File: config.mk
export PLATFORM = sky130hd
export DESIGN_NAME = pei_mul
export DESIGN_NICKNAME = d
export VERILOG_FILES = /design/src/rtl/pei_pkg.sv /design/src/rtl/pei_mul.sv
export SDC_FILE = /design/constraint.sdc
export NUM_CORES = 2
export LEC_CHECK = 0
export BUFFER_PORTS_ARGS = -buffer_cell sky130_fd_sc_hd__buf_2
export CAP_MARGIN = 20
export CORE_MARGIN = 2
export CORE_UTILIZATION = 28
export CTS_CLUSTER_SIZE = 24
export DETAILED_ROUTE_END_ITERATION = 7
export HOLD_SLACK_MARGIN = 0.02
export SLEW_MARGIN = 20
export SYNTH_ARGS = -nofsm -noshare
export SYNTH_HDL_FRONTEND = slang
export SYNTH_SLANG_ARGS = --single-unit
File: constraint.sdc
create_clock -name clk -period 8.05 [get_ports clk]
set_input_delay 1.61 -clock clk [delete_from_list [all_inputs] [get_ports clk]]
set_output_delay 1.61 -clock clk [all_outputs]
set_load 0.01 [all_outputs]
File: src/rtl/pei_pkg.sv
`timescale 1ns / 1ps
// ----------------------------------------------------------------------------
// pei_pkg
// Shared types, codes and saturation helper for the particle integrator.
// ----------------------------------------------------------------------------
package pei_pkg;

	localparam logic [2:0] OP_SET_POS = 3'd0;
	localparam logic [2:0] OP_SET_VEL = 3'd1;
	localparam logic [2:0] OP_SET_MASS = 3'd2;
	localparam logic [2:0] OP_ADD_FORCE = 3'd3;
	localparam logic [2:0] OP_STEP = 3'd4;
	localparam logic [2:0] OP_READ = 3'd5;

	localparam logic [1:0] STAT_OK = 2'd0;
	localparam logic [1:0] STAT_NOT_LIVE = 2'd1;
	localparam logic [1:0] STAT_ZERO_MASS = 2'd2;
	localparam logic [1:0] STAT_SAT = 2'd3;

	typedef struct packed {
		logic        flag;
		logic [31:0] val;
	} sat_t;

	typedef struct packed {
		logic        start;
		logic [47:0] num;
		logic [26:0] den;
	} div_req_t;

	typedef struct packed {
		logic        done;
		logic [48:0] quo;
	} div_rsp_t;

	function automatic sat_t sat32(input logic [49:0] v);
		sat_t r;
		if (v[49:31] == {19{1'b0}} || v[49:31] == {19{1'b1}}) begin
			r.flag = 1'b0;
			r.val = v[31:0];
		end else begin
			r.flag = 1'b1;
			r.val = v[49] ? 32'h8000_0000 : 32'h7fff_ffff;
		end
		return r;
	endfunction

endpackage

File: src/rtl/pei_mul.sv
`timescale 1ns / 1ps
// ----------------------------------------------------------------------------
// pei_mul
// Shared multiply by dt: registered product, then truncating shift, add, sat.
// ----------------------------------------------------------------------------
module pei_mul
	import pei_pkg::*;
(
	input  logic        clk,
	input  logic [31:0] a,
	input  logic [15:0] dt,
	input  logic [31:0] base,
	output sat_t        res
);

	logic signed [48:0] p_s1;
	logic [48:0]        mag;
	logic [32:0]        sh;
	logic [33:0]        t;

	always_ff @(posedge clk) begin
		p_s1 <= $signed({{17{a[31]}}, a}) * $signed({33'd0, dt});
	end

	assign mag = p_s1[48] ? (49'd0 - p_s1) : p_s1;
	assign sh = mag[48:16];
	assign t = p_s1[48] ? (34'd0 - {1'b0, sh}) : {1'b0, sh};
	assign res = sat32({{18{base[31]}}, base} + {{16{t[33]}}, t});

endmodule

# After elaboration in Yosys (flattened, before gate mapping)
# Cells that the tools add are included.
# word_totals
ff_bits	49
in_bits	81
output_inout_bits	33
elab_cells	12
# classes
n_addsub	3
multipliers	1
eq_ne	1
muxes	4
reduce_logical	2
# ops
operator	n
$mul 32x17->49	1
$mux 49	1
$sub 1x49->49 const A	1
$add 32x34->35	1
$mux 34	1
$sub 1x33->34 const A	1
$mux 33	1
$mux 32	1
$eq 19x19->1 const B	1
$logic_not 19->1	1
$logic_or 1x1->1	1

# Longest topological paths before layout
# logic_depth
word_depth	8
depth_mapped	26
ltp_nobuf	24

# Worst setup path before layout
# No wires, ideal clock.
# synth_timing
path_kind	register to output
from	reg p_s1[18]
to	out res[16] (netlist name)
t_arrival_ps	5934
required_time_ps	6440
setup_slack_ps	506
stages_incl_launch_ff	26
path_buffers	4
path_cell_list	dfxtp_1 > buf_6 > or4_4 > or2_4 > or4_4 > buf_6 > o31ai_1 > mux2i_1 > nand2_1 > or3b_4 > nor2_2 > nand2_1 > xnor2_1 > ha_1 > clkbuf_1 > a21o_1 > a221oi_1 > nor3_1 > nor3_1 > a21oi_1 > a221o_1 > and2_1 > a22oi_1 > mux2_2 > clkbuf_1 > mux2i_1
# synth_lines
element	line_no	rtl
from (decl)	pei_mul.sv:16	logic signed [48:0] p_s1;
from (signal assigned)	pei_mul.sv:22	p_s1 <= $signed({{17{a[31]}}, a}) * $signed({33'd0, dt});
to (decl)	pei_mul.sv:13	output sat_t res

==> impl_metrics.py <==
metrics = {
    "status": {
        "outcome": "finished clean",
    },
    "die": {
        "core_area_um2": 79260,
        "dieWidth_um": 287.3,
        "ios": 114,
        "std_cell_rows": 103,
        "dieHeight_um": 287.3,
        "die-area_um2": 82560,
        "start_util": 0.2836,
    },
    "synth": {
        "synth_edf_count": 0,
        "synthDistinctLibCells": 74,
        "synth_cells": 2666,
        "seq_area_frac_synth": 0.04364,
        "synth_commonest_cells": "inv_1, fa_1, nand2_1",
        "syn-num-nets": 3390,
        "yosysWarnings": 0,
        "synth_top_area_share": 0.4364,
        "yosysMostFrequentCell": "inv_1",
        "ys_top_cells_by_area": "fa_1, inv_1, ha_1",
        "synth-async-reset-ratio": 0,
        "ys.flop_type": "dfxtp_1",
        "netlist_area_um2": 22480,
        "synth_seq_cells": 49,
        "synth_area_leader_cell": "fa_1",
        "avgSynthCellArea_um2": 8.431,
    },
    "setup_path": {
        "slowest_stage": "or4_4",
        "worstSetupPathType": "register to primary output",
        "slowest_delay_ns": 0.53,
        "crit_required_ns": 6.44,
        "crit_top_cell": "buf_4",
        "critPathCaptureType": "primary output",
        "start_kind": "register",
        "crit_family": "simple AND/OR/NAND/NOR gates",
        "worstPathMaxFanout": 7,
        "path_buf_inv": 6,
        "critical_path_arrival_ns": 6.24,
    },
    "placed_design": {
        "place_area_um2": 24770,
        "numPlacedInstances": 3830,
        "place_hpwl_um": 51490,
        "io_buffer_count": 113,
        "globalplace.congestion": 0.8476,
    },
    "routing": {
        "routed_via_density": 4.622,
        "vias": 17860,
        "antenna_left": 0,
        "drt-total-wl_um": 61710,
        "first_iter_violations": 944,
        "drc": 0,
        "wl_per_cell_um": 15.97,
        "first_pass_iters": 5,
    },
    "final_layout": {
        "syn_to_final_growth_pct": 13.70,
        "final_cells": 3864,
        "largest_reg_flops": 49,
        "regMostFlops": "p_s1",
        "reg.largest.list": "p_s1 x49",
        "final_cell_area_um2": 25560,
        "drive_above_1_share": 0.1127,
        "fin_nets": 3535,
        "final_util": 0.3224,
        "fillCellCount": 8329,
    },
    "sta": {
        "rsz0062_at_grt": "true",
        "hold_slack_ns": 1.855,
        "setup_viol_count_final": 0,
        "finalHoldViolCount": 0,
        "timing.final.crit_share": 0.9749,
        "min_period_ns": 7.848,
        "worstMarginPinSlew_ns": 0.7011,
        "fmax_mhz": 127.4,
        "maxSlewHeadroom": 0.5326,
        "maxSlewViolCount": 0,
    },
    "clock_tree": {
        "cts_tree": "built",
        "clock_sinks": 49,
        "htree_levels": 2,
        "clk_pin_slew_ns": 0.06,
        "clock_path_buffers": 2,
        "cts-root-buf": "clkbuf_16",
        "ctsHoldBuffers": 0,
        "cts_made_buffers": 5,
    },
    "hold_path": {
        "min_to": "p_s1[0]",
        "holdPathStages": 3,
        "worstHoldPathType": "primary input to register",
        "worst_hold_startpoint": "a[0]",
    },
    "grt": {
        "grt_pass1_vias": 18670,
        "antenna_found_initial": 7,
        "grt_max_degree": 36,
        "grt-ovfl-total": 0,
        "grt_pass1_wl_um": 99240,
        "grt_usage": 0.1510,
    },
    "run": {
        "drv_cap": 0,
    },
}
-- cell usage in the layout (no fill, tap or decap), types with 11 or more instances in the layout --
master,netlist,final
nand2_1,422,421
mux2i_1,12,12
o21ai_1,2,21
nor3_1,22,18
inv_1,628,628
nor2_1,59,57
a21oi_1,73,69
o21a_1,15,15
nor2b_1,13,13
ha_1,153,150
nand3_1,25,25
a21o_1,34,34
xor2_1,34,34
buf_2,3,108
dfxtp_1,49,46
xnor2_1,74,73
buf_4,0,119
nand4_1,15,15
nand2b_1,11,11
fa_1,490,490
and2_1,172,170
o21bai_1,12,12
o21ai_0,84,56
and3_1,18,18
-- logic make-up after synthesis --
kind of cell	after synthesis	share of synthesized area
AO/OA/AOI/OAI	312	0.09141
AND/OR/NAND/NOR	804	0.1715
adder cells (fa/ha/maj)	643	0.5216
XOR/XNOR	108	0.04208
flip-flops	49	0.04364
multiplexers	13	0.005845
buffers and inverters	737	0.1239
-- worst max-delay path by stage --
stage               slack [ns]     start  endpoint  cells after the start
floorplan                 0.51  p_s1[18]   res[16]                     25
global placement          0.06     dt[8]  p_s1[48]                     26
detailed placement       -0.05     dt[2]  p_s1[48]                     24
CTS                     -0.004  p_s1[20]   res[30]                     23
global route             -0.15  p_s1[20]   res[28]                     26
finish                    0.20  p_s1[20]   res[25]                     27
-- per-stage QoR --
| step | setup TNS [ns] | worst slack [ns] |
|---|---|---|
| detailed placement | -0.04735 | -0.04735 |
| floorplan | 0 | 0.5063 |
| global route | -3.291 | -0.1541 |
| finish | 0 | 0.2023 |
| global placement | 0 | 0.06492 |
| CTS | -0.003900 | -0.003900 |
-- worst min-delay path: stages --
cell	delay (ns)
buf_2	0.13
buf_4	0.22
and2_1	0.15
-- metal layers --
| metal | GRT usage | part of all wire | up-vias |
|---|---|---|---|
| li1 | - | - | 8361 |
| met1 | 0.2084 | 0.46 | 8912 |
| met2 | 0.2481 | 0.46 | 491 |
| met3 | 0.02254 | 0.064 | 89 |
| met4 | 0.03607 | 0.021 | 8 |
| met5 | 0 | 0.00065 | - |
-- area by class of cell --
type	instances	area (µm²)	share of cell area
Clock buffer	6	138.9	0.005435
Timing Repair Buffer	246	1704	0.06668
Inverter	628	2357	0.09224
Clock inverter	2	37.54	0.001469
Antenna cell	2	5.005	0.0001958
Sequential cell	49	987.2	0.03863
Tap cell	1050	1314	0.05141
Multi-Input combinational cell	1881	19010	0.7439
-- repair_timing --
item / CTS / global route
gates resized for setup: 5 / 96
setup endpoints to repair: 30 / 37
pin swaps: 0 / 25
gates cloned: 0 / 5
setup buffers: 0 / 20
Power is not shown: default switching activity piles up to over one toggle a cycle in this logic, so the estimate is an artifact.
