<file path="src/rtl/pei_pkg.sv">
`timescale 1ns / 1ps
// ----------------------------------------------------------------------------
// pei_pkg
// Shared types, codes and saturation helper for the particle integrator.
// ----------------------------------------------------------------------------
package pei_pkg;

	localparam logic [2:0] OP_SET_POS = 3'd0;
	localparam logic [2:0] OP_SET_VEL = 3'd1;
	localparam logic [2:0] OP_SET_MASS = 3'd2;
	localparam logic [2:0] OP_ADD_FORCE = 3'd3;
	localparam logic [2:0] OP_STEP = 3'd4;
	localparam logic [2:0] OP_READ = 3'd5;

	localparam logic [1:0] STAT_OK = 2'd0;
	localparam logic [1:0] STAT_NOT_LIVE = 2'd1;
	localparam logic [1:0] STAT_ZERO_MASS = 2'd2;
	localparam logic [1:0] STAT_SAT = 2'd3;

	typedef struct packed {
		logic        flag;
		logic [31:0] val;
	} sat_t;

	typedef struct packed {
		logic        start;
		logic [47:0] num;
		logic [26:0] den;
	} div_req_t;

	typedef struct packed {
		logic        done;
		logic [48:0] quo;
	} div_rsp_t;

	function automatic sat_t sat32(input logic [49:0] v);
		sat_t r;
		if (v[49:31] == {19{1'b0}} || v[49:31] == {19{1'b1}}) begin
			r.flag = 1'b0;
			r.val = v[31:0];
		end else begin
			r.flag = 1'b1;
			r.val = v[49] ? 32'h8000_0000 : 32'h7fff_ffff;
		end
		return r;
	endfunction

endpackage

</file>
<file path="src/rtl/pei_div.sv">
`timescale 1ns / 1ps
// ----------------------------------------------------------------------------
// pei_div
// Restoring divider, one quotient bit per cycle, truncates toward zero.
// ----------------------------------------------------------------------------
module pei_div
	import pei_pkg::*;
(
	input  logic     clk,
	input  logic     arst_n,
	input  div_req_t req,
	output div_rsp_t rsp
);

	logic [47:0] num_q;
	logic [26:0] rem_q;
	logic [26:0] den_q;
	logic        neg_q;
	logic        busy_q;
	logic        done_q;
	logic [5:0]  cnt_q;
	logic [27:0] trial;
	logic        fits;
	logic [48:0] mag;

	assign trial = {rem_q, num_q[47]};
	assign fits = trial >= {1'b0, den_q};
	assign mag = {1'b0, num_q};

	always_ff @(posedge clk or negedge arst_n) begin
		if (!arst_n) begin
			busy_q <= 1'b0;
			done_q <= 1'b0;
			cnt_q <= '0;
		end else begin
			done_q <= 1'b0;
			if (req.start) begin
				busy_q <= 1'b1;
				cnt_q <= 6'd47;
			end else if (busy_q) begin
				if (cnt_q == 6'd0) begin
					busy_q <= 1'b0;
					done_q <= 1'b1;
				end else begin
					cnt_q <= cnt_q - 6'd1;
				end
			end
		end
	end

	always_ff @(posedge clk) begin
		if (req.start) begin
			num_q <= req.num[47] ? (48'd0 - req.num) : req.num;
			neg_q <= req.num[47];
			den_q <= req.den;
			rem_q <= '0;
		end else if (busy_q) begin
			rem_q <= fits ? 27'(trial - {1'b0, den_q}) : trial[26:0];
			num_q <= {num_q[46:0], fits};
		end
	end

	assign rsp.done = done_q;
	assign rsp.quo = neg_q ? (49'd0 - mag) : mag;

endmodule

</file>
<file path="config.mk">
export PLATFORM = sky130hd
export DESIGN_NAME = pei_div
export DESIGN_NICKNAME = d
export VERILOG_FILES = /design/src/rtl/pei_pkg.sv /design/src/rtl/pei_div.sv
export SDC_FILE = /design/constraint.sdc
export NUM_CORES = 1
export LEC_CHECK = 0
export BUFFER_PORTS_ARGS = -buffer_cell sky130_fd_sc_hd__buf_2
export CORE_MARGIN = 10
export CORE_UTILIZATION = 58
export CTS_CLUSTER_DIAMETER = 200
export DETAILED_ROUTE_END_ITERATION = 8
export PLACE_DENSITY = 0.86
export SYNTH_ARGS = -nofsm -noshare
export SYNTH_HDL_FRONTEND = slang
export SYNTH_SLANG_ARGS = --single-unit
</file>
<file path="constraint.sdc">
create_clock -name clk -period 3.7 [get_ports clk]
set_clock_uncertainty 0.15 [all_clocks]
set_input_delay 0.37 -clock clk [delete_from_list [all_inputs] [get_ports clk]]
set_output_delay 0.37 -clock clk [all_outputs]
set_load 0.01 [all_outputs]
</file>
### Yosys cells after proc, flatten, opt, wreduce, memory -nomap -nowiden

Cells that the tools add are included.

* flip-flop bits (word level): 111
* input port bits: 78
* output and inout port bits: 50
* logic and storage cells: 30

* add/sub/neg operators: 4
* magnitude comparators: 1
* equality and inequality tests: 1
* muxes and demuxes: 14
* reductions and logical operators: 3

Operator list (number)
* $mux 48: 3
* $mux 49: 1
* $sub 1x48->49 const A: 1
* $sub 1x48->48 const A: 1
* $ge 28x27->1: 1
* $mux 27: 1
* $sub 27x27->27: 1
* $mux 6: 3
* $logic_not 6->1: 1
* $mux 1: 6
* $sub 6x1->6 const B: 1
* $ne 2x2->1 const B: 1
* $reduce_and 2->1: 1
* $reduce_bool 2->1: 1

### Logic depth before layout (Yosys ltp)

* depth in word-level cells: 4
* mapped depth: 12
* mapped depth without buffers: 11

### Worst setup path before layout

OpenSTA, ideal clock, no wires.

* path kind: register -> output
* start: reg num_q[6]
* end: out rsp[41] (netlist name)
* data arrival time: 2651 ps
* data required time: 3180 ps
* slack: 529 ps
* cell stages (with the launch flop): 8
* buffers on the path: 0
* cells stage by stage: edfxtp_1 or4_1 or4_1 nor4_2 nand4_1 nand2b_1 o41ai_1 xnor2_1

RTL lines
* start: declaration: RTL line pei_div.sv:15 `logic [47:0] num_q;`
* start signal: assignment: RTL line pei_div.sv:53 `num_q <= req.num[47] ? (48'd0 - req.num) : req.num;`
* start signal: assignment: RTL line pei_div.sv:59 `num_q <= {num_q[46:0], fits};`
* end: declaration: RTL line pei_div.sv:12 `output div_rsp_t rsp`

==> metrics <==
status=finished clean; Reg area=0.00302 sq mm; clock power share=0.282; Port Buffers=127; top_reg_cell synth=edfxtp_1; RSZ-0062 raised after global routing=true; area leader, netlist=edfxtp_1; Die Y=138 um; Final period util=0.986; Avg Cell Area, Syn=9.00 sq um; footprint of the multi-input gates=0.00480 sq mm; Seq cells post-synth=111; placed wire-length estimate=14800 um; worst slack, placed=0.114 ns; Setup CP Type=flip-flop to output pin; Sink Count=111; vias in the first global route=6681; GRT overflow=0; drt pass-1 iters=6; Initial Util=0.585; io pins=128; Post-Syn Instances=896; GP Congestion=0.923; core area=0.0138 sq mm; CTS Root Cell=clkbuf_16; Min Clock Period, post-route=3.65 ns; final setup TNS=0 ns; H-tree depth=3; synth-to-layout area growth=15.2%; row count=43; Setup violations, final=0; slew at the pin closest to its max-slew limit=0.776 ns; syn nets=1006; TritonCTS buffer count=9; DR vias=7227; Data arrival, critical path=3.13 ns; post-layout util=0.674; Seq/Total Area, Yosys=0.375; EDFF count, synth=76; clk buf depth=2; post-synth top area share=0.283; Fmax achieved=0.274 GHz; Remaining DRCs=0; gr usage total=0.204; first-pass GRT wire length=31700 um; WL final=20200 um; Sw Share=0.301; PD cells=348 mW/mm^2; Pins Over Slew Limit=0; Synth Cell Area=0.00806 sq mm; Die Span X=138 um; antenna viol nets, final=0; Peak supply drop=0.239 mV; Avg WL per Cell=16.9 um; initial antenna violation count=0; initial drt markers=617; clock slew at reported path FFs=0.07 ns; most common cell in the netlist=nand2_1; sequential power share=0.483; critical path required time=3.18 ns; Pint=2.26 mW; die area=0.0190 sq mm; Synth cell types=67; sw power=0.974 mW; Critical Path Fanout Max=6; vias per inst=6.04; synth cell count leaders=nand2_1 (87), edfxtp_1 (76), nor2_1 (72); share of layout cells above drive strength 1=0.214; synth top area cells=edfxtp_1 (28%), xnor2_1 (6.8%), dfxtp_1 (6.7%); fin nets=1120; final number of hold-violating endpoints=0; Syn. warnings=0; Max-Cap Viols=0; Fillers=1111; worst hold path type=input port to flip-flop; Crit. End Element=output pin; Max-slew headroom=0.482; CP Launch Type=flip-flop; Clock Latency Late Sink=0.36 ns; Logic pwr share=0.235; asr flop ratio synth=0.0721; CTS tree=built; Setup WS post-layout=0.0527 ns; leak pwr=3.70 nW; largest net degree at the start of global routing=93
## final timing paths
check,from,slack [ns],depth (start not counted),end
hold reg to reg,rem_q[17]$_SDFFE_PP0P_,0.34,2,rem_q[17]$_SDFFE_PP0P_
min in group asynchronous,arst_n,0.24,2,done_q$_DFF_PN0_
max in group asynchronous,arst_n,2.99,2,busy_q$_DFF_PN0_
setup / recovery,num_q[13]$_DFFE_PP_,0.05,8,rsp[41]
hold / removal,req[0],0.03,1,den_q[0]$_DFFE_PP_
setup reg to reg,num_q[47]$_DFFE_PP_,0.40,12,rem_q[16]$_SDFFE_PP0P_
## worst max-delay path, stage by stage (launching register included)
cell and delay (ns):
edfxtp_1 0.45, or4_4 0.55, or4_4 0.46, nor4_4 0.29, nand4_1 0.19, nand2b_4 0.22
o41ai_2 0.32, xnor2_1 0.15, buf_2 0.15
## area by class of cell
type | count | area share
Antenna cell | 1 | 0.000269
Clock buffer | 11 | 0.0261
Clock inverter | 5 | 0.00364
Inverter | 40 | 0.0162
Multi-Input combinational cell | 700 | 0.517
Sequential cell | 111 | 0.325
Tap cell | 180 | 0.0242
Timing Repair Buffer | 148 | 0.0873
## flip-flops by register name (all words and copies together) (netlist names)
| register | count |
|---|---|
| rem_q | 27 |
| done_q | 1 |
| cnt_q | 6 |
| busy_q | 1 |
| den_q | 27 |
| num_q | 48 |
| neg_q | 1 |
## cells in the final DEF (no fill, tap or decap), types with 7 or more instances in the layout
cell       synthesis  layout
or4_1             11       8
or4_4              4       7
edfxtp_1          76      76
a311oi_1          16      16
nand4_1            9       9
o41ai_1           15      13
clkbuf_16          0       9
o211ai_1           9       9
buf_2              0     126
mux2_2            20      20
nor2_1            72      71
dfxtp_1           27      27
ha_1              31      31
nand3_1           16      16
inv_1             40      39
nand2b_1          21      19
dfrtp_1            8       8
a21o_1            11      11
xnor2_1           63      63
o21ai_0           49      49
a21oi_1           68      67
buf_4              2      20
o21a_1             8       8
xor2_1            46      46
nand2_1           87      87
nor3_1            18      18
or3_1             18      18
o31ai_1           24      24
## per-stage QoR
step | power (mW) | instances | hold WS [ns] | cell area (sq um)
after floorplan | 2.02 | 896 | -0.0756 | 8060
after global placement | 2.30 | 1174 | 0.0701 | 8880
after detailed placement | 2.32 | 1174 | 0.0719 | 8880
after CTS | 3.24 | 1193 | 0.0233 | 9220
after global routing | 3.39 | 1195 | 0.0258 | 9290
final | 3.24 | 1196 | 0.0303 | 9290
## power by group through the flow
stage	Combinational (mW)	Sequential [mW]	Clock, mW
CTS	0.753	1.55	0.933
floorplan	0.469	1.55	0
detailed placement	0.741	1.58	0
global placement	0.727	1.57	0
finish	0.759	1.56	0.914
global route	0.831	1.58	0.978
## cell families (layout without fill, tap and decap cells)
kind of cell / Yosys count / count (layout) / synth area share
fa+ha+maj: 32 / 32 / 0.0506
xor+xnor: 109 / 109 / 0.118
buf+inv: 85 / 204 / 0.0405
mux: 24 / 24 / 0.0329
compound gates: 238 / 238 / 0.196
simple gates: 297 / 297 / 0.187
other cells: 0 / 1 / 0
flops: 111 / 111 / 0.375
## layer usage
metal	part of all wire	track usage
met1	0.41	0.253
met2	0.48	0.350
met3	0.087	0.0326
met4	0.019	0.0747
met5	0	0
## repair_timing
action                                  4_1_cts  5_1_grt
pin swaps                                     1        5
hold buffers                                  1        0
resized for setup                             6       10
endpoints found under the setup margin       12       13
hold endpoints to repair                      8        0
setup buffers                                 2        2
Power figures use the tool's default switching activity.
